--- config.mk ---
export PLATFORM = sky130hd
export DESIGN_NAME = modular_exponentiation
export DESIGN_NICKNAME = d
export VERILOG_FILES = /design/src/hw/rtl/modexp_pkg.sv /design/src/hw/rtl/modular_exponentiation.sv
export SDC_FILE = /design/constraint.sdc
export NUM_CORES = 1
export LEC_CHECK = 0
export BUFFER_PORTS_ARGS = -buffer_cell sky130_fd_sc_hd__buf_2
export CORE_ASPECT_RATIO = 1.75
export CORE_UTILIZATION = 50
export CTS_CLUSTER_SIZE = 10
export DETAILED_ROUTE_END_ITERATION = 8
export PLACE_DENSITY = 0.71
export SLEW_MARGIN = 30
export SYNTH_ARGS = -nofsm -noshare
export SYNTH_HDL_FRONTEND = slang
export SYNTH_SLANG_ARGS = --single-unit
--- constraint.sdc ---
create_clock -name clk -period 11.9 [get_ports clk]
set_clock_uncertainty 0.2 [all_clocks]
set_input_delay 0.595 -clock clk [delete_from_list [all_inputs] [get_ports clk]]
set_output_delay 0.595 -clock clk [all_outputs]
set_load 0.02 [all_outputs]
--- src/hw/rtl/modexp_pkg.sv ---
package modexp_pkg;

    localparam int OPERAND_BITS = 31;
    localparam int CNT_W = $clog2(OPERAND_BITS);
    localparam int CFG_INDEX_W = 2;

    localparam logic [CFG_INDEX_W-1:0] REG_MODULUS = CFG_INDEX_W'(0);
    localparam logic [CFG_INDEX_W-1:0] REG_EXPONENT = CFG_INDEX_W'(1);

    typedef logic [OPERAND_BITS-1:0] operand_t;
    typedef logic [CNT_W-1:0] count_t;

    typedef enum logic [2:0] {
        ST_IDLE,
        ST_REDUCE,
        ST_SCAN,
        ST_SQUARE,
        ST_MULT,
        ST_DONE
    } state_t;

endpackage

--- src/hw/rtl/modular_exponentiation.sv ---
// Modular exponentiation: each input word carries a base, and the block returns
// base to the power of the exponent register, modulo the modulus register.
// Configuration is written through cfg_write, cfg_index and cfg_data: index 0 is
// the modulus, index 1 the exponent; other indexes are ignored. A modulus of zero
// acts as one, and an exponent of zero always returns 1.
// The input channel takes a word when in_valid is high and in_stall is low; the
// block then holds in_stall high until the result has entered the output register.
// A single modular multiplier handles one multiplier bit per cycle. The base is
// first reduced, the exponent is scanned for its leading one at one bit per
// cycle, and each exponent bit then costs one squaring plus, for a set bit, one
// multiplication. The next word is accepted in the cycle after a result is
// loaded, so the block works on one word at a time.
// The result sits in an output register until taken; while out_stall is high it
// holds, and the next word may already be accepted and computed behind it.
// Reset sets the modulus to 1 and the exponent to 0 and empties the block.
module modular_exponentiation
    import modexp_pkg::*;
(
    input  logic                   clk,
    input  logic                   rst_n,
    input  logic                   cfg_write,
    input  logic [CFG_INDEX_W-1:0] cfg_index,
    input  logic [OPERAND_BITS-1:0] cfg_data,
    input  logic                   in_valid,
    output logic                   in_stall,
    input  logic [OPERAND_BITS-1:0] base,
    output logic                   out_valid,
    input  logic                   out_stall,
    output logic [OPERAND_BITS-1:0] power_mod
);

    localparam int W = OPERAND_BITS;

    state_t   state_reg, state_next;
    operand_t modulus_reg, exponent_reg;
    operand_t n_reg, n_next;
    operand_t x_reg, x_next;
    operand_t y_reg, y_next;
    operand_t acc_reg, acc_next;
    operand_t e_reg, e_next;
    operand_t b_reg, b_next;
    operand_t d_reg, d_next;
    operand_t power_mod_reg, power_mod_next;
    count_t   cnt_reg, cnt_next;
    count_t   ecnt_reg, ecnt_next;
    logic     out_valid_reg, out_valid_next;

    logic     in_accept;
    logic     out_free;
    operand_t n_sel;
    operand_t one_sel;
    operand_t one_cur;
    logic [W+2:0] sum_val, diff1, diff2;
    operand_t step_res;
    count_t   last_cnt;

    assign in_accept = in_valid && (state_reg == ST_IDLE);
    assign out_free  = !out_valid_reg || !out_stall;
    assign n_sel     = (modulus_reg == '0) ? operand_t'(1) : modulus_reg;
    assign one_sel   = (n_sel == operand_t'(1)) ? '0 : operand_t'(1);
    assign one_cur   = (n_reg == operand_t'(1)) ? '0 : operand_t'(1);
    assign last_cnt  = count_t'(W - 1);

    // One step of the shift-and-add reducer: acc = (2 * acc + bit * x) mod n,
    // where acc, x < n, so the sum stays below 3n.
    always_comb
    begin
        sum_val = {2'b00, acc_reg, 1'b0} + (y_reg[W-1] ? {3'b000, x_reg} : '0);
        diff1 = sum_val - {3'b000, n_reg};
        diff2 = sum_val - {2'b00, n_reg, 1'b0};
        if (!diff2[W+2])
        begin
            step_res = diff2[W-1:0];
        end
        else if (!diff1[W+2])
        begin
            step_res = diff1[W-1:0];
        end
        else
        begin
            step_res = sum_val[W-1:0];
        end
    end

    always_comb
    begin
        state_next = state_reg;
        case (state_reg)
            ST_IDLE:
            begin
                if (in_accept)
                begin
                    state_next = (exponent_reg == '0) ? ST_DONE : ST_REDUCE;
                end
            end
            ST_REDUCE:
            begin
                if (cnt_reg == '0)
                begin
                    state_next = ST_SCAN;
                end
            end
            ST_SCAN:
            begin
                if (e_reg[W-1])
                begin
                    state_next = ST_SQUARE;
                end
            end
            ST_SQUARE:
            begin
                if (cnt_reg == '0)
                begin
                    if (e_reg[W-1])
                    begin
                        state_next = ST_MULT;
                    end
                    else if (ecnt_reg == '0)
                    begin
                        state_next = ST_DONE;
                    end
                end
            end
            ST_MULT:
            begin
                if (cnt_reg == '0)
                begin
                    state_next = (ecnt_reg == '0) ? ST_DONE : ST_SQUARE;
                end
            end
            ST_DONE:
            begin
                if (out_free)
                begin
                    state_next = ST_IDLE;
                end
            end
            default:
            begin
                state_next = ST_IDLE;
            end
        endcase
    end

    always_comb
    begin
        n_next         = n_reg;
        x_next         = x_reg;
        y_next         = y_reg;
        acc_next       = acc_reg;
        e_next         = e_reg;
        b_next         = b_reg;
        d_next         = d_reg;
        cnt_next       = cnt_reg;
        ecnt_next      = ecnt_reg;
        power_mod_next = power_mod_reg;
        out_valid_next = out_valid_reg && out_stall;
        case (state_reg)
            ST_IDLE:
            begin
                if (in_accept)
                begin
                    n_next    = n_sel;
                    x_next    = one_sel;
                    y_next    = base;
                    acc_next  = '0;
                    cnt_next  = last_cnt;
                    e_next    = exponent_reg;
                    ecnt_next = last_cnt;
                    d_next    = operand_t'(1);
                end
            end
            ST_REDUCE:
            begin
                acc_next = step_res;
                y_next   = {y_reg[W-2:0], 1'b0};
                cnt_next = cnt_reg - count_t'(1);
                if (cnt_reg == '0)
                begin
                    b_next = step_res;
                end
            end
            ST_SCAN:
            begin
                if (e_reg[W-1])
                begin
                    d_next   = one_cur;
                    x_next   = one_cur;
                    y_next   = one_cur;
                    acc_next = '0;
                    cnt_next = last_cnt;
                end
                else
                begin
                    e_next    = {e_reg[W-2:0], 1'b0};
                    ecnt_next = ecnt_reg - count_t'(1);
                end
            end
            ST_SQUARE, ST_MULT:
            begin
                acc_next = step_res;
                y_next   = {y_reg[W-2:0], 1'b0};
                cnt_next = cnt_reg - count_t'(1);
                if (cnt_reg == '0)
                begin
                    d_next   = step_res;
                    acc_next = '0;
                    cnt_next = last_cnt;
                    if ((state_reg == ST_SQUARE) && e_reg[W-1])
                    begin
                        x_next = step_res;
                        y_next = b_reg;
                    end
                    else
                    begin
                        x_next    = step_res;
                        y_next    = step_res;
                        e_next    = {e_reg[W-2:0], 1'b0};
                        ecnt_next = ecnt_reg - count_t'(1);
                    end
                end
            end
            ST_DONE:
            begin
                if (out_free)
                begin
                    power_mod_next = d_reg;
                    out_valid_next = 1'b1;
                end
            end
            default:
            begin
                out_valid_next = out_valid_reg && out_stall;
            end
        endcase
    end

    always_ff @(posedge clk or negedge rst_n)
    begin
        if (!rst_n)
        begin
            state_reg     <= ST_IDLE;
            out_valid_reg <= 1'b0;
            modulus_reg   <= operand_t'(1);
            exponent_reg  <= '0;
        end
        else
        begin
            state_reg     <= state_next;
            out_valid_reg <= out_valid_next;
            if (cfg_write && (cfg_index == REG_MODULUS))
            begin
                modulus_reg <= cfg_data;
            end
            if (cfg_write && (cfg_index == REG_EXPONENT))
            begin
                exponent_reg <= cfg_data;
            end
        end
    end

    always_ff @(posedge clk)
    begin
        n_reg         <= n_next;
        x_reg         <= x_next;
        y_reg         <= y_next;
        acc_reg       <= acc_next;
        e_reg         <= e_next;
        b_reg         <= b_next;
        d_reg         <= d_next;
        cnt_reg       <= cnt_next;
        ecnt_reg      <= ecnt_next;
        power_mod_reg <= power_mod_next;
    end

    assign in_stall  = (state_reg != ST_IDLE);
    assign out_valid = out_valid_reg;
    assign power_mod = power_mod_reg;

endmodule

# Yosys cells after proc, flatten, opt, wreduce, memory -nomap -nowiden
# Index checks and enable logic that the tools add are counted.
[classes]
n_reduce_logical = 26
addsub = 5
n_mux = 46
n_eq_ne = 18
[op_table]
columns = ["cell", "n"]
rows = [
  ["$mux W31", 18],
  ["$pmux W31 S3", 3],
  ["$pmux W31 S4", 2],
  ["$eq A31 B1 Y1 const B", 2],
  ["$logic_not A31 Y1", 2],
  ["$sub A33 B31 Y34", 1],
  ["$sub A33 B32 Y34", 1],
  ["$add A32 B31 Y33", 1],
  ["$mux W3", 10],
  ["$mux W5", 6],
  ["$pmux W5 S4", 1],
  ["$ne A2 B2 Y1 const B", 9],
  ["$pmux W3 S6", 1],
  ["$pmux W5 S3", 1],
  ["$logic_not A5 Y1", 2],
  ["$sub A5 B1 Y5 const B", 2],
  ["$reduce_and A4 Y1", 2],
  ["$reduce_and A7 Y1", 1],
  ["$eq A3 B2 Y1 const B", 2],
  ["$eq A3 B3 Y1 const B", 2],
  ["$reduce_and A2 Y1", 3],
  ["$reduce_bool A3 Y1", 2],
  ["$logic_and A1 B1 Y1", 5],
  ["$reduce_and A5 Y1", 1],
  ["other kinds (11)", 15],
]
[word_totals]
wordCells = 110
output_inout_bits = 33
ff_bits = 324

# Depth between registers and ports, before layout
# Gate-level depths: netlist of the first run.
[logic_depth]
ltp_word = 8
mapped_depth = 25
mapped_depth_nobuf = 23

# Least setup slack after synthesis of the first run
# No wires, ideal clock.
[synth_timing]
path_kind = "register -> register"
from = "register state_reg[0]"
to = "register acc_reg[0] (enable)"
path_stages_with_launch = 6
required_ns = 11.115
setup_slack_ns = 5.252
n_path_buf = 3
t_arrival_ns = 5.863
cell_sequence = "dfrtp_1 -> clkbuf_1 -> clkbuf_1 -> clkbuf_1 -> a21oi_1 -> o21ai_0"
[synth_via]
elab_chain_len = 4
[synth_lines]
columns = ["item", "line_no", "rtl"]
rows = [
  ["start, declared", "modular_exponentiation.sv:34", "state_t state_reg, state_next;"],
  ["start signal, assigned", "modular_exponentiation.sv:249", "state_reg <= state_next;"],
  ["$eq A3 B2 Y1, or another cell as far along", "modular_exponentiation.sv:158", "case (state_reg)"],
  ["$reduce_or A2 Y1 or $logic_and A1 B1 Y1 (tied branches)", "modular_exponentiation.sv:158, modular_exponentiation.sv:57", ""],
  ["$reduce_bool A4 Y1 (no source line) or $ne A2 B2 Y1 (tied branches)", "-", ""],
  ["$reduce_and A3 Y1 (no source line) *", "-", ""],
  ["end signal, assigned", "modular_exponentiation.sv:267", "acc_reg <= acc_next;"],
  ["end, declared", "modular_exponentiation.sv:39", "operand_t acc_reg, acc_next;"],
]
# Every way passes the cells marked *; elsewhere a longest branch is shown, timed or not.
# A chain may end at the register's enable or synchronous reset.

# Worst setup path after layout of the first run
[layout_timing]
from = "register y_reg[30]"
to = "register y_reg[25], data pin"
[layout_via]
elab_chain_len = 8
[layout_lines]
columns = ["item", "line_no", "rtl"]
rows = [
  ["start, declared", "modular_exponentiation.sv:38", "operand_t y_reg, y_next;"],
  ["start signal, assigned", "modular_exponentiation.sv:266", "y_reg <= y_next;"],
  ["$mux W31 *", "modular_exponentiation.sv:68", "sum_val = {2'b00, acc_reg, 1'b0} + (y_reg[W-1] ? {3'b000, x_reg} : '0);"],
  ["$add A32 B31 Y33 *", "modular_exponentiation.sv:68", ""],
  ["$sub A33 B31 Y34", "modular_exponentiation.sv:69", "diff1 = sum_val - {3'b000, n_reg};"],
  ["$mux W31", "modular_exponentiation.sv:75", "else if (!diff1[W+2])"],
  ["$mux W31 *", "modular_exponentiation.sv:71", "if (!diff2[W+2])"],
  ["$mux W31 *", "modular_exponentiation.sv:209", "if ((state_reg == ST_SQUARE) && e_reg[W-1])"],
  ["$mux W31 *", "modular_exponentiation.sv:204", "if (cnt_reg == '0)"],
  ["$pmux W31 S4 *", "modular_exponentiation.sv:158", ""],
  ["net y_next[25]", "modular_exponentiation.sv:38", ""],
]
# Mark *: on every way through the listed nets, which the timed path passes. The rest lies on a longest branch.

==> results of run 1 <==
[cell type report]
class                   instances  area [um2]  area share (%)
multi-input cells            1194        8490            43.3
inverters                      86         325            1.66
well taps                     460         576            2.94
flip-flops and latches        294        8500            43.4
clock buffers                  50         932            4.76
repair buffers                123         698            3.57
clock inverters                 5        63.8           0.326
[cells by family after synthesis]
kind of cell,synth area share (%)
and+or+nand+nor,13.2
AOI/OAI and AO/OA,19.5
DFF,48.3
buffers and inverters,3.96
adders and majority gates,7.02
xor gates and xnor gates,3.68
muxes,4.37
[worst max-delay path: stages, from the launching register on]
cell and delay, ns:
edfxtp_1 0.32, buf_4 0.26, and2_1 0.18, ha_1 0.21, inv_1 0.08, fa_1 0.39, nand2b_1 0.17, a21oi_1 0.19
o211a_1 0.26, o21ai_0 0.18, o21ai_0 0.34, xor2_1 0.42, ha_1 0.38, o21ai_0 0.40, o211ai_1 0.18, a22o_1 0.25
o31ai_1 0.08, o21ai_2 0.19, a211oi_4 0.25, buf_4 0.30, nand2_2 0.31, o311ai_1 0.95, o22ai_1 0.16
[routing by layer]
layer	vias up	part of all wire (%)
met5	-	0
met4	0	7.3
met3	153	3.2
met2	430	55
met1	6554	35
li1	6361	-
[placed cells by master, fill, tap and decap left out, types with 19 or more instances in the layout]
| cell type | count |
|---|---|
| nand2_1 | 115 |
| dfrtp_1 | 65 |
| nand2b_1 | 19 |
| xor2_1 | 28 |
| o21ai_0 | 70 |
| mux2_2 | 63 |
| edfxtp_1 | 228 |
| o211ai_1 | 22 |
| clkbuf_16 | 35 |
| o21a_1 | 24 |
| a21oi_1 | 100 |
| a221oi_1 | 19 |
| buf_2 | 101 |
| buf_4 | 20 |
| a21o_1 | 40 |
| xnor2_1 | 46 |
| ha_1 | 94 |
| nor2_1 | 149 |
| a22o_1 | 32 |
| and2_1 | 40 |
| nor4_1 | 21 |
| inv_1 | 81 |
| nand3_1 | 33 |
[through the flow]
step	utilization (%)	cells	area (um2)	setup slack, ns
2_1_floorplan	-	1666	17600	5.25
3_5_place_dp	53.8	2157	18600	5.16
4_1_cts	56.6	2212	19600	5.12
3_3_place_gp	53.6	2155	18500	5.33
6_report	56.6	2212	19600	4.96
5_1_grt	56.6	2212	19600	4.73
[how the worst min path moves through the flow]
| stage | from | end | cells after the start |
|---|---|---|---|
| 2_1_floorplan | rst_n | exponent_reg[0] | 0 |
| 3_3_place_gp | x_reg[27] | power_mod[27] | 0 |
| 3_5_place_dp | d_reg[0] | power_mod[0] | 0 |
| 4_1_cts | rst_n | out_valid | 2 |
| 5_1_grt | rst_n | out_valid | 2 |
| 6_report | rst_n | out_valid | 2 |
[cells in the mapped netlist (5+ instances only)]
library cell | n | area (um2)
edfxtp_1 | 228 | 6850
nor2_1 | 150 | 563
nand2_1 | 115 | 432
a21oi_1 | 103 | 515
ha_1 | 94 | 1180
inv_1 | 81 | 304
clkbuf_1 | 73 | 274
o21ai_0 | 73 | 365
dfrtp_1 | 65 | 1630
mux2_2 | 63 | 709
xnor2_1 | 46 | 403
a21o_1 | 40 | 300
and2_1 | 40 | 250
nand3_1 | 33 | 165
a22o_1 | 32 | 280
xor2_1 | 28 | 245
o21a_1 | 24 | 180
o211ai_1 | 22 | 165
nor4_1 | 21 | 131
a221oi_1 | 19 | 166
nand2b_1 | 19 | 119
a211oi_1 | 18 | 135
and3_1 | 18 | 113
nor3_1 | 17 | 85.1
nor2b_1 | 15 | 93.8
o21bai_1 | 14 | 105
o21ai_1 | 13 | 65.1
nand4_1 | 12 | 75.1
a222oi_1 | 9 | 90.1
a31o_2 | 9 | 78.8
buf_2 | 9 | 45.0
a31oi_1 | 8 | 50.1
or2_2 | 8 | 50.1
buf_1 | 7 | 26.3
or3_1 | 7 | 43.8
and4_1 | 6 | 52.6
mux2i_1 | 6 | 60.1
nor3b_1 | 6 | 45.0
a211o_1 | 5 | 43.8
o211a_1 | 5 | 50.1
o31ai_1 | 5 | 37.5
o41ai_1 | 5 | 43.8
==> impl_metrics.ini, run 1 <==
[logic_synthesis]
synth_cell_types = 92
ys_ff_latch = 294
post_synth.cell_area_avg_um2 = 10.6
ys_dominant_reg_cell = edfxtp_1
ys_seq_area_share_pct = 48.3
synth_nets = 1832
syn_area_mm2 = 0.0176
async_flop_share_pct = 22.4
synthCells = 1666
synth-warning-count = 0
synth_edf_count = 228

[floorplanning]
dieArea_mm2 = 0.0360
num_rows = 90
coreArea_mm2 = 0.0346
fp.dieH_um = 250
num_io_pins = 102
initial_core_util_pct = 50.9
die_w_um = 144

[sta]
max_freq_mhz = 144
slew_headroom_pct = 28.4
rsz0062_at_grt = false
final.setup.tns_ns = 0
hold_viol_final = 0
min_period_ns = 6.94
worst_pin_slew_ns = 1.06
setup_viol = 0
drv_slew = 0
worst_hold_slack_ns = 0.0323
min_period_over_period_pct = 58.4

[routing]
wl_um = 50500
dr.pass1.iters = 5
num_vias = 13500
routedWlPerCell_um = 22.8
drcViolationCount = 0
final_antenna_net_count = 0
drt-vias-per-instance = 6.10
drt_iter0_markers = 851

[worst_setup_path]
setup.worst_path.start = y_reg[30]
rrSetupSlack_ns = 4.96
worst_setup_path_end_kind = flop
worstRegToRegCells = 22
setup.worst_path.start_class = flop
critPathArrivalTime_ns = 6.99
timing.rr.end = y_reg[25]
cp_max_fo = 31
critical_path.endpoint = y_reg[25]
cp.required_ns = 11.94
rr_startpoint = y_reg[30]
crit_type = reg2reg

[cts]
root_buffer = clkbuf_16
cts_tree = done
clock_tree.buffer_depth = 3
clock_sinks = 294
worst_skew_pair.late_latency_ns = 0.53
clk_pin_slew_ns = 0.05
cts_made_buffers = 35
htreeDepth = 2
postCtsSetupRepairBufs = 0
hold_buffers = 0
cts_resized = 0

[layout]
fin_nets = 1900
syn_to_final_growth_pct = 11.2
nFillCells = 3002
drive_gt1_share_pct = 16.5
diodes = 0

[place]
io_buffers = 101
globalplace.congestion = 0.996
place_hpwl_um = 38600

[job]
cap_violations = 0

[grt]
grt_usage_pct = 28.4
use_met1_pct = 29.4
grt_first_pass_wirelength_um = 76400
grt_max_degree = 67
antenna_found_initial = 0
grt_pass1_vias = 13600
met3_usage_pct = 2.70
grt_overflow = 0
grt_util_met2_pct = 52.7
grt-busiest-layer = met2

[min_path]
hp-class = in2async

[outcome]
status = completed
Power of run 1 is not shown: default switching activity piles up to over one toggle a cycle in this logic, so the estimate is an artifact.
==> inputs of run 2 (changes only) <==
Settings changed: ABC_AREA set to 1, PLACE_DENSITY 0.71 to 0.74.
Clock period 11.9 ns to 5.7 ns, I/O delays scaled along.
==> run 2 against run 1 <==
Flip-flop and latch count stayed put. Via count grew 26%. Synthesized cell count increased by 43%. Highest routed layer unchanged. Register-to-register slack worse by 4.7 ns. Worst hold slack better by 0.010 ns. Sequential share of layout area shrank 4.9 points. Critical path type unchanged. Routed wire length rose by 31%. Cell area grew 13%. Utilization increased by 2.4 points. Critical path depth rose by 7. First-iteration DRC count rose by 61%. Worst setup slack got worse by 4.7 ns.
==> impl_metrics.ini, run 2 <==
[place]
place_hpwl_um = 52700
globalplace.congestion = 1.02
io_buffers = 101
placed_cell_area_mm2 = 0.0205

[outcome]
status = completed

[worst_setup_path]
rr_startpoint = y_reg[30]
cp_slowest_cell = edfxtp_1
setup.worst_path.start = y_reg[30]
crit_type = reg2reg
cp.required_ns = 5.76
cp_max_fo = 31
crit_path_frequent_cell = nand2_1
cp_slowest_stage_delay_ns = 0.43
setup.worst_path.start_class = flop
worst_setup_path_end_kind = flop
critPathArrivalTime_ns = 5.51

[layout]
multi_input_area_mm2 = 0.00889
nFillCells = 3427
design_area_mm2 = 0.0221
diodes = 0
regArea_mm2 = 0.00850
mostFrequentLayoutCells = nand2_1 (582), inv_1 (310), nor2_1 (269), edfxtp_1 (228), a21oi_1 (148)
fin_nets = 2733
syn_to_final_growth_pct = 16.6
drive_gt1_share_pct = 12.8
final_common_cell = nand2_1
final_util_pct = 59.0

[grt]
grt_pass1_vias = 17400
grt_overflow = 0
antenna_found_initial = 0
grt_max_degree = 68
grt_usage_pct = 34.9
grt_first_pass_wirelength_um = 98600

[cts]
clock_tree.buffer_depth = 3
htreeDepth = 2
clock_sinks = 294
cts_tree = done
worst_skew_pair.late_latency_ns = 0.53
cts_made_buffers = 35
clk_pin_slew_ns = 0.06
root_buffer = clkbuf_16

[logic_synthesis]
synth_most_common_cell = nand2_1
synth_top_area_share_pct = 36.2
async_flop_share_pct = 22.4
ys_seq_area_share_pct = 44.9
synth_edf_count = 228
synthCells = 2380
synth_cell_types = 53
synthTopCellsByArea = edfxtp_1 (36%), nand2_1 (12%), dfrtp_1 (8.6%)
synth_nets = 2546
syn_area_mm2 = 0.0189
ys_top_cells_by_count = nand2_1 (584), inv_1 (311), nor2_1 (274)
ys_ff_latch = 294
post_synth.cell_area_avg_um2 = 7.96
yosysTopAreaCell = edfxtp_1
ys_dominant_reg_cell = edfxtp_1
synth-warning-count = 0

[floorplanning]
fp.dieH_um = 259
initial_core_util_pct = 50.6
dieArea_mm2 = 0.0387
num_rows = 94
die_w_um = 149
coreArea_mm2 = 0.0374
num_io_pins = 102

[sta]
max_freq_mhz = 183
rsz0062_at_grt = false
hold_viol_final = 0
min_period_over_period_pct = 95.6
slew_headroom_pct = 32.6
final.setup.tns_ns = 0
drv_slew = 0
worst_pin_slew_ns = 1.00
min_period_ns = 5.45
setup_viol = 0

[routing]
drt-vias-per-instance = 5.55
drt_iter0_markers = 1366
dr.pass1.iters = 6
num_vias = 17000
routedWlPerCell_um = 21.6
wl_um = 66200
final_antenna_net_count = 0
drcViolationCount = 0

[min_path]
holdCritStartpoint = base[2]
hp-class = in2reg

[job]
cap_violations = 0
-- run 2: final timing paths --
kind / cells after the start / slack, ns / end
min reg2reg: 0 / 0.25 / power_mod[23]
max: 29 / 0.25 / x_reg[3]
max in group asynchronous: 3 / 4.40 / modulus_reg[5]
max reg2reg: 29 / 0.25 / x_reg[3]
min in group asynchronous: 3 / 0.28 / state_reg[0]
min: 4 / 0.04 / y_reg[2]
-- run 2: through the flow --
stage | cells | worst slack, ns | hold WS, ns
floorplan | 2380 | 0.876 | -0.211
global route | 3062 | 0.00900 | 0.0292
CTS | 3062 | 0.199 | 0.0214
detailed placement | 2949 | 0.224 | 0.240
finish | 3062 | 0.248 | 0.0424
global placement | 2946 | 0.255 | 0.235
-- run 2: critical path: cells and delay by family, from the launching register on --
kind | cells | cell delay, ns
adder cells (fa/ha/maj) | 2 | 0.72
flip-flops | 1 | 0.43
AND/OR/NAND/NOR | 16 | 1.93
buffers and inverters | 7 | 1.10
XOR/XNOR | 1 | 0.28
AO/OA/AOI/OAI | 3 | 0.48
-- run 2: cell type report --
type,count,area share [%]
Clock buffer,50,4.41
Clock inverter,2,0.0397
Timing Repair Buffer,243,8.53
Inverter,326,5.54
Tap cell,480,2.72
Sequential cell,294,38.5
Multi-Input combinational cell,1667,40.3
-- run 2: repair_timing --
item / CTS / global route
setup endpoints to repair: 0 / 8
endpoints found under the hold margin: 157 / 0
buffers inserted: 0 / 0
hold buffers: 61 / 0
resized for setup: 0 / 7
-- run 2: cells by family (layout without fill, tap and decap cells) --
family	Yosys count	count (layout)	share of synthesized area, %
DFF	294	294	44.9
xor gates and xnor gates	65	65	3.01
and+or+nand+nor	1133	1133	25.9
muxes	2	2	0.106
buffers and inverters	419	621	8.67
AOI/OAI and AO/OA	370	370	10.9
adders and majority gates	97	97	6.53
-- run 2: metal layers --
metal | track usage [%] | share of wire (%) | wire, um
met5 | 0 | 0 | 0
met2 | 64.3 | 52 | 34700
met1 | 32.6 | 32 | 21200
met4 | 32.8 | 11 | 7160
met3 | 4.46 | 4.7 | 3110
Power of run 2 is left out for the same reason.
